[config.mk]
export PLATFORM = sky130hd
export DESIGN_NAME = ppm_queue
export DESIGN_NICKNAME = d
export VERILOG_FILES = /design/src/ppm_pkg.sv /design/src/ppm_queue.sv
export SDC_FILE = /design/constraint.sdc
export NUM_CORES = 1
export LEC_CHECK = 0
export ABC_AREA = 0
export BUFFER_PORTS_ARGS = -buffer_cell sky130_fd_sc_hd__buf_2
export CORE_MARGIN = 1
export CORE_UTILIZATION = 60
export CTS_BUF_LIST = sky130_fd_sc_hd__clkbuf_4 sky130_fd_sc_hd__clkbuf_8
export DETAILED_ROUTE_END_ITERATION = 10
export HOLD_SLACK_MARGIN = 0.03
export PLACE_DENSITY_LB_ADDON = 0.1
export SYNTH_ARGS = -nofsm -noshare
export SYNTH_HDL_FRONTEND = slang
export SYNTH_SLANG_ARGS = --single-unit
[constraint.sdc]
create_clock -name clock -period 17.1 [get_ports clock]
set_input_delay 2.565 -clock clock [delete_from_list [all_inputs] [get_ports clock]]
set_output_delay 2.565 -clock clock [all_outputs]
set_load 0.1 [all_outputs]
[src/ppm_pkg.sv]
package ppm_pkg;

   // Number format
   localparam int CW      = 32;               // coordinate width
   localparam int FB      = 16;               // fraction bits
   localparam int FIELD_W = 32;               // port field width
   localparam int COEF_W  = 32;               // coefficient lane width
   localparam int CFG_W   = 64;               // widest register
   localparam int IDX_W   = 3;

   // Derived datapath widths
   localparam int PROD_W = CW + COEF_W;
   localparam int NUM_W  = PROD_W + 2;
   localparam int REM_W  = NUM_W + CW + FB + 1;
   localparam int QS_W   = CW + 1 + FB;

   // Queue between front and back
   localparam int QDEPTH = 4;
   localparam int QPTR_W = $clog2(QDEPTH);
   localparam int QCNT_W = $clog2(QDEPTH + 1);

   // Register indexes
   localparam logic [IDX_W-1:0] REG_X_ROW   = 3'd0;
   localparam logic [IDX_W-1:0] REG_Y_ROW   = 3'd1;
   localparam logic [IDX_W-1:0] REG_WEIGHT  = 3'd2;
   localparam logic [IDX_W-1:0] REG_OFFSET  = 3'd3;
   localparam logic [IDX_W-1:0] REG_W_OFFS  = 3'd4;
   localparam logic [IDX_W-1:0] REG_RMODE   = 3'd5;

   // Rounding modes
   localparam logic [1:0] MODE_FRAC  = 2'd0;
   localparam logic [1:0] MODE_ROUND = 2'd1;
   localparam logic [1:0] MODE_TRUNC = 2'd2;

   // Status codes
   localparam logic [1:0] ST_OK    = 2'd0;
   localparam logic [1:0] ST_SAT   = 2'd1;
   localparam logic [1:0] ST_WZERO = 2'd2;

   typedef struct packed {
      logic signed [FIELD_W-1:0] in_x;
      logic signed [FIELD_W-1:0] in_y;
   } req_type;

   typedef struct packed {
      logic signed [FIELD_W-1:0] out_x;
      logic signed [FIELD_W-1:0] out_y;
      logic [1:0]                status;
   } rsp_type;

   typedef struct packed {
      logic signed [COEF_W-1:0] m11, m21, m12, m22, m13, m23, m31, m32, m33;
      logic [1:0]               mode;
   } cfg_type;

   // Classified item, ready for division
   typedef struct packed {
      logic [REM_W-1:0] nmag_x, nmag_y, dmag;
      logic             nneg_x, nneg_y, nzero_x, nzero_y;
      logic             dneg, wzero;
      logic [1:0]       mode;
   } entry_type;

   typedef struct packed {
      logic [REM_W-1:0] rem;
      logic [CW-1:0]    q;
      logic             ovf, nneg, nzero;
   } lane_type;

   typedef struct packed {
      logic             valid;
      lane_type         lx, ly;
      logic [REM_W-1:0] dmag;
      logic             dneg, wzero;
      logic [1:0]       mode;
   } stage_type;

   typedef struct packed {
      logic [CW-1:0] value;
      logic          sat;
   } axis_type;

   // One restoring quotient bit
   function automatic lane_type div_step(lane_type l, logic [REM_W-1:0] dmag, int unsigned bpos);
      lane_type         r;
      logic [REM_W-1:0] sh;
      r  = l;
      sh = dmag << bpos;
      if (l.rem >= sh) begin
         r.rem     = l.rem - sh;
         r.q[bpos] = 1'b1;
      end
      return r;
   endfunction

   function automatic logic [CW-1:0] sat_end(logic negative);
      return negative ? {1'b1, {(CW-1){1'b0}}} : {1'b0, {(CW-1){1'b1}}};
   endfunction

   // Round, sign and clamp one axis
   function automatic axis_type finish(lane_type l, logic [REM_W-1:0] dmag, logic dneg,
                                       logic [1:0] mode, logic wzero);
      axis_type      r;
      logic [CW:0]   qr;
      logic [QS_W-1:0] qs, lim;
      logic          up, negative;
      up  = (mode == MODE_FRAC || mode == MODE_ROUND) && ({l.rem, 1'b0} >= {1'b0, dmag});
      qr  = {1'b0, l.q} + {{CW{1'b0}}, up};
      qs  = (mode != MODE_FRAC) ? (QS_W'(qr) << FB) : QS_W'(qr);
      lim = QS_W'(1) << (CW - 1);
      negative = (l.nneg != dneg) && (qs != '0 || l.ovf);
      if (wzero) begin
         r.value = l.nzero ? '0 : sat_end(l.nneg);
         r.sat   = 1'b0;
      end else begin
         r.sat   = l.ovf || (!negative && qs >= lim) || (negative && qs > lim);
         r.value = r.sat ? sat_end(negative) : (negative ? -qs[CW-1:0] : qs[CW-1:0]);
      end
      return r;
   endfunction

endpackage

[src/ppm_queue.sv]
module ppm_queue (
   input  logic                       clock,
   input  logic                       reset,
   input  logic                       push,
   input  ppm_pkg::entry_type         push_entry,
   input  logic                       pop,
   output logic                       not_empty,
   output ppm_pkg::entry_type         head,
   output logic [ppm_pkg::QCNT_W-1:0] count
);
   import ppm_pkg::*;

   entry_type          slot_ff [QDEPTH];
   logic [QPTR_W-1:0]  wr_ff, wr_in, rd_ff, rd_in;
   logic [QCNT_W-1:0]  cnt_ff, cnt_in;

   // Advance pointers and occupancy
   always_comb begin
      wr_in  = push ? wr_ff + 1'b1 : wr_ff;
      rd_in  = pop ? rd_ff + 1'b1 : rd_ff;
      cnt_in = cnt_ff + QCNT_W'(push) - QCNT_W'(pop);
   end

   always_ff @(posedge clock) begin
      if (reset) begin
         wr_ff  <= '0;
         rd_ff  <= '0;
         cnt_ff <= '0;
      end else begin
         wr_ff  <= wr_in;
         rd_ff  <= rd_in;
         cnt_ff <= cnt_in;
      end
      if (push) begin
         slot_ff[wr_ff] <= push_entry;
      end
   end

   assign head      = slot_ff[rd_ff];
   assign not_empty = (cnt_ff != '0);
   assign count     = cnt_ff;

endmodule

==> summary.txt, run 1 <==
IO Pins = 714
DRC violations left = 0
H-Tree Depth = 4
Number of global-route vias before repair = 24,600
Synth Cell Area = 51,200 um2
Layout cells sized above 1 = 0.484
Synth-to-Final Area Change = 17.4%
Final Non-Filler Cells = 4,101
Core box area = 84,100 um2
Setup Viol. Count Final = 0
Initial core utilization = 0.609
First-pass DRT Iterations = 5
Failing checks = slew limit
Global placement routability congestion = 0.802
Via count = 23,600
Num CTS Buffers = 211
WL final = 110,000 um
Placed Cells = 3,680
Final min period = 7190 ps
Yosys reg bits = 1,421
Clk_skew = 25.1 ps
CTS sink cnt = 1,421
Largest net degree at the start of global routing = 174
Nets@finish = 3,123
Hold Vio Cnt, Final = 0
Die area = 86,500 um2
Status = finished, violations left
Clock root buffer = clkbuf_8
Final instance area = 60,100 um2
DP HPWL = 69,800 um
Wire per inst = 26.8 um
Leakage = 20.2 nW
Postcts setup bufs = 0
Ys Warns = 0
Initial antenna violation count = 69
Syn nets = 2,248
Initial DRC count = 1,566
Final hold slack = 533 ps
Setup TNS Final = 0 ps
Port Buf Inserts = 713
P per Cell Area = 136 nW/um2
Worst min path class = reg2reg
Global-route usage over all layers = 0.256
Max clock buf depth = 3
Post-CTS sizing = 0
Synth Area per Inst = 27.2 um2
RSZ-0062 raised after global routing = false
MaxCap Viol Count = 0
Hold_buf cts = 0
CTS tree = built
Vias per cell = 5.75
Die W = 294 um
Crit Path Category = reg2out
Max transition margin = -0.0272
First-pass GRT wire length = 158,000 um
Register area share after synthesis = 0.832
Rows = 106
Crit path max fanout = 76
GRT overflow = 0
Unique masters post-synth = 21
Antenna-violating nets left = 0
Least-Margin Pin Slew = 1540 ps
Die height = 294 um
CP Data Arrival Time = 4620 ps
Worst-Skew Late Latency = 840 ps
Design Power = 8.19 mW
Part of the cycle the worst path needs = 0.420
Reg clk slew, reported paths = 60 ps
Peak VDD IR = 0.000105 V
Required time of the critical path = 14,530 ps
FMAX = 139 MHz
Cell count after synthesis = 1,884
CP endpoint kind = primary output
Pins Over Slew Limit = 37
Startpoint Class = flip-flop
Placement Cell Area = 56,000 um2
-- where the power goes --
part           total [mW]  switching [mW]  internal, mW
Combinational        1.58            1.27         0.307
Sequential           4.06          0.0481          4.01
Clock                2.55            1.21          1.34
Total                8.19            2.53          5.66
-- layout by cell type, fill, tap and decap left out, types with 4 or more instances in the layout --
cell / count
clkinvlp_4: 5
and2_4: 4
mux4_2: 353
nor2_1: 5
inv_1: 6
clkinv_2: 22
clkbuf_4: 71
buf_2: 713
ha_1: 6
buf_4: 24
edfxtp_1: 1412
clkinv_1: 64
diode_2: 38
clkbuf_8: 216
dfxtp_1: 7
-- layer usage --
metal	global-route usage	wire length, um	share of wire	vias up
li1	-	-	-	10100
met1	0.297	38200	0.35	12300
met2	0.410	56000	0.51	885
met3	0.111	11000	0.10	258
met4	0.124	4270	0.039	60
met5	0	404	0.0037	-
-- final timing paths --
| kind | slack, ps | depth (start not counted) | from | to |
|---|---|---|---|---|
| worst min register to register | 530 | 2 | rd_ff[1] | flip-flop |
| worst max register to register | 13350 | 5 | wr_ff[0] | slot_ff[0][294] |
| worst max-delay path | 9910 | 4 | flip-flop | head[317] |
| worst min-delay path | 530 | 2 | rd_ff[1] | flip-flop |
-- final cells by class --
type	count	area [um2]
diodes	38	95.1
clock buffers	287	3510
clock inverters	96	463
fillers	5068	24000
inverters	6	22.5
multi-input cells	379	8190
flip-flops and latches	1421	42600
well taps	1134	1420
repair buffers	740	3810
-- cells in the mapped netlist --
| library cell | n | area (um2) |
|---|---|---|
| clkbuf_1 | 11 | 41.3 |
| or3_1 | 1 | 6.26 |
| buf_1 | 9 | 33.8 |
| edfxtp_1 | 1412 | 42400 |
| buf_4 | 17 | 128 |
| nand3b_1 | 1 | 7.51 |
| dfxtp_1 | 9 | 180 |
| buf_6 | 1 | 11.3 |
| xnor2_1 | 2 | 17.5 |
| mux2i_1 | 1 | 10.0 |
| mux4_2 | 353 | 7950 |
| inv_1 | 6 | 22.5 |
| nor2b_1 | 2 | 12.5 |
| nor2_1 | 5 | 18.8 |
| and2_1 | 4 | 25.0 |
| buf_2 | 40 | 200 |
| ha_1 | 6 | 75.1 |
| xor3_1 | 1 | 23.8 |
| a21bo_2 | 1 | 10.0 |
| fa_1 | 1 | 20.0 |
| a21oi_1 | 1 | 5.00 |
-- worst max-delay path, cell delays in order (launching register included) --
cell	delay [ps]
dfxtp_4	900
buf_4	930
buf_4	990
mux4_2	440
buf_2	440
-- sequential cells by signal, summed over array words and instances (netlist names), named ones only --
signal	count
rd_ff	2
wr_ff	2
slot_ff	1412
count	3
-- stage by stage --
| step | worst slack, ps | utilization |
|---|---|---|
| floorplan | 5830 | - |
| global placement | 10720 | 0.666 |
| detailed placement | 10700 | 0.666 |
| CTS | 9710 | 0.714 |
| global route | 9590 | 0.714 |
| finish | 9910 | 0.715 |
-- logic make-up (layout without fill, tap and decap cells) --
kind of cell,after synthesis,count (layout),share of synthesized area
compound gates,2,2,0.000293
mux,354,354,0.155
fa+ha+maj,7,7,0.00186
buf+inv,84,1129,0.00853
simple gates,13,13,0.00137
flops,1421,1421,0.832
other cells,0,38,0
xor+xnor,3,3,0.000806
No activity file was read; power rests on OpenSTA's default activity.
==> run 2: changes to the inputs <==
--- a/config.mk
+++ b/config.mk
@@ -8,7 +8,7 @@
 export ABC_AREA = 0
 export BUFFER_PORTS_ARGS = -buffer_cell sky130_fd_sc_hd__buf_2
 export CORE_MARGIN = 1
-export CORE_UTILIZATION = 60
+export CORE_UTILIZATION = 59
 export CTS_BUF_LIST = sky130_fd_sc_hd__clkbuf_4 sky130_fd_sc_hd__clkbuf_8
 export DETAILED_ROUTE_END_ITERATION = 10
 export HOLD_SLACK_MARGIN = 0.03
==> constraint.sdc (replaced) <==
create_clock -name clock -period 6.7 [get_ports clock]
set_input_delay 1.005 -clock clock [delete_from_list [all_inputs] [get_ports clock]]
set_output_delay 1.005 -clock clock [all_outputs]
set_load 0.1 [all_outputs]
==> run 2 against run 1 <==
Compared with the run above:
- the flow now finishes without violations
- sequential cell count is the same
- via count fell by 1.5%
- sequential power grew to 2.5 times the previous value
- die area is 1.7% higher
- combinational power grew to 2.6 times the previous value
- sequential share of layout area fell by 0.21 points
- non-clock buffer count is 7 lower
- utilization decreased by 1.0 points
- critical path type unchanged
- critical endpoint is now head[86]
- largest cell class unchanged
==> summary.txt, run 2 (synthesis results as in run 1) <==
Status = finished clean
Max transition margin = 0.276 (+0.303)
Reg clk slew, reported paths = 60 ps (about the same)
P per Cell Area = 348 nW/um2 (+160%)
Part of the cycle the worst path needs = 0.668
Top reg by flops = slot_ff
Most frequent cells in the layout = edfxtp_1, buf_2, mux4_2
Final hold slack = 355 ps (-178 ps)
Final WS setup = 2230 ps (-7690 ps)
CP Data Arrival Time = 3470 ps (-1150 ps)
GR peak layer = met2
HP Start = push_entry[255]
CP endpoint kind = primary output
Global-route usage over all layers = 0.244 (-0.0114)
Startpoint Class = flip-flop
Initial core utilization = 0.598 (-0.0104)
Via count = 23,200 (-1.5%)
Grt met3 use = 0.108 (-0.00306)
Design Power = 21.0 mW (+160%)
H-Tree Depth = 4 (unchanged)
Post-CTS sizing = 0 (unchanged)
Placed Cells = 3,683 (+0.082%)
Area of the multi-input gates = 8190 um2 (unchanged)
GRT overflow = 0 (unchanged)
Placement Cell Area = 56,200 um2 (+0.22%)
Max clock buf depth = 3 (unchanged)
Largest net degree at the start of global routing = 156 (-10%)
Postcts setup bufs = 0 (unchanged)
Rows = 107 (+0.94%)
First-pass DRT Iterations = 5 (unchanged)
Wire per inst = 26.2 um (-2.2%)
Post-Route Utilization = 0.705 (-0.0101)
CTS sink cnt = 1,421 (unchanged)
Final Non-Filler Cells = 4,101 (unchanged)
Synth-to-Final Area Change = 17.7%
WL final = 107,000 um (-2.2%)
Initial DRC count = 1,570 (+0.26%)
CTS tree = built
Routing usage on met1 = 0.287 (-0.0106)
Hold_buf cts = 0 (unchanged)
Worst-Skew Late Latency = 860 ps (+20 ps)
Num CTS Buffers = 211 (unchanged)
Port Buf Inserts = 713 (unchanged)
Hold Vio Cnt, Final = 0 (unchanged)
Crit Path Category = reg2out
DP HPWL = 65,400 um (-6.3%)
Leakage = 20.2 nW (+0.23%)
FMAX = 224 MHz
Commonest non-fill, non-tap cell in the layout = edfxtp_1
First-pass GRT wire length = 153,000 um (-2.9%)
Required time of the critical path = 5690 ps (-8840 ps)
MaxCap Viol Count = 0 (unchanged)
RSZ-0062 raised after global routing = false
Crit path max fanout = 101 (+33%)
Die W = 297 um (+0.84%)
Fillers = 5,176 (+2.1%)
Antenna-violating nets left = 0 (unchanged)
Vias per cell = 5.67 (-1.5%)
Register Area = 42,600 um2 (unchanged)
Die height = 297 um (+0.84%)
Flip-flop count of the largest register after layout = 1,412 (unchanged)
DRC violations left = 0 (unchanged)
Setup Viol. Count Final = 0 (unchanged)
Clk_skew = 29.8 ps (+4.69 ps)
Pre-CTS WS = 2990 ps (-7710 ps)
Nets@finish = 3,116 (-0.22%)
Pins Over Slew Limit = 0 (-100%)
Least-Margin Pin Slew = 1090 ps (-454 ps)
Core box area = 85,500 um2 (+1.7%)
Met2 Resource Use GR = 0.392 (-0.0175)
Peak VDD IR = 0.000249 V (+140%)
Setup TNS Final = 0 ps (unchanged)
Reg-to-Reg Start = wr_ff[0]
Number of global-route vias before repair = 24,100 (-2.1%)
Layout cells sized above 1 = 0.486 (+0.00201)
Final instance area = 60,300 um2 (+0.30%)
Final min period = 4470 ps
IO Pins = 714 (unchanged)
Die area = 88,000 um2 (+1.7%)
Flop-to-flop setup slack = 4060 ps (-9290 ps)
Worst min path class = in2reg
Initial antenna violation count = 68 (-1.4%)
Clock root buffer = clkbuf_8
Global placement routability congestion = 0.778 (-3.0%)
==> run 2: cell count changes in the layout (fill, tap and decap cells not counted), sizes merged <==
cell	before	now
clkinv	87	70
clkbuf	287	295
diode	38	36
bufinv	1	2
inv	9	17
buf	740	733
clkinvlp	5	4
==> run 2: per-layer routing <==
metal	vias up	part of all wire
met5	-	0.0036
met4	58	0.033
met3	248	0.099
met2	789	0.51
met1	12100	0.35
li1	10100	-
==> run 2: cell type report <==
type	instances	area share
Tap cell	1144	0.0237
Inverter	6	0.000374
Sequential cell	1421	0.707
Timing Repair Buffer	733	0.0650
Antenna cell	36	0.00149
Multi-Input combinational cell	379	0.136
Clock buffer	295	0.0588
Clock inverter	87	0.00807
==> run 2: final timing paths <==
kind,to,depth (start not counted)
setup / recovery,head[86],3
hold reg to reg,flip-flop,2
setup reg to reg,slot_ff[1][10],3
hold / removal,slot_ff[0][255],1
==> run 2: critical path, stage by stage (launching register included) <==
cell,delay (ps)
dfxtp_4,800
buf_12,600
mux4_2,680
buf_2,330
==> run 2: power by group <==
part           total, mW  leakage [nW]  internal [mW]  switching, mW
Combinational       4.05          5.03          0.793           3.25
Sequential          10.3          13.0           10.2          0.103
Clock               6.61          2.14           3.50           3.11
Total               21.0          20.2           14.5           6.46
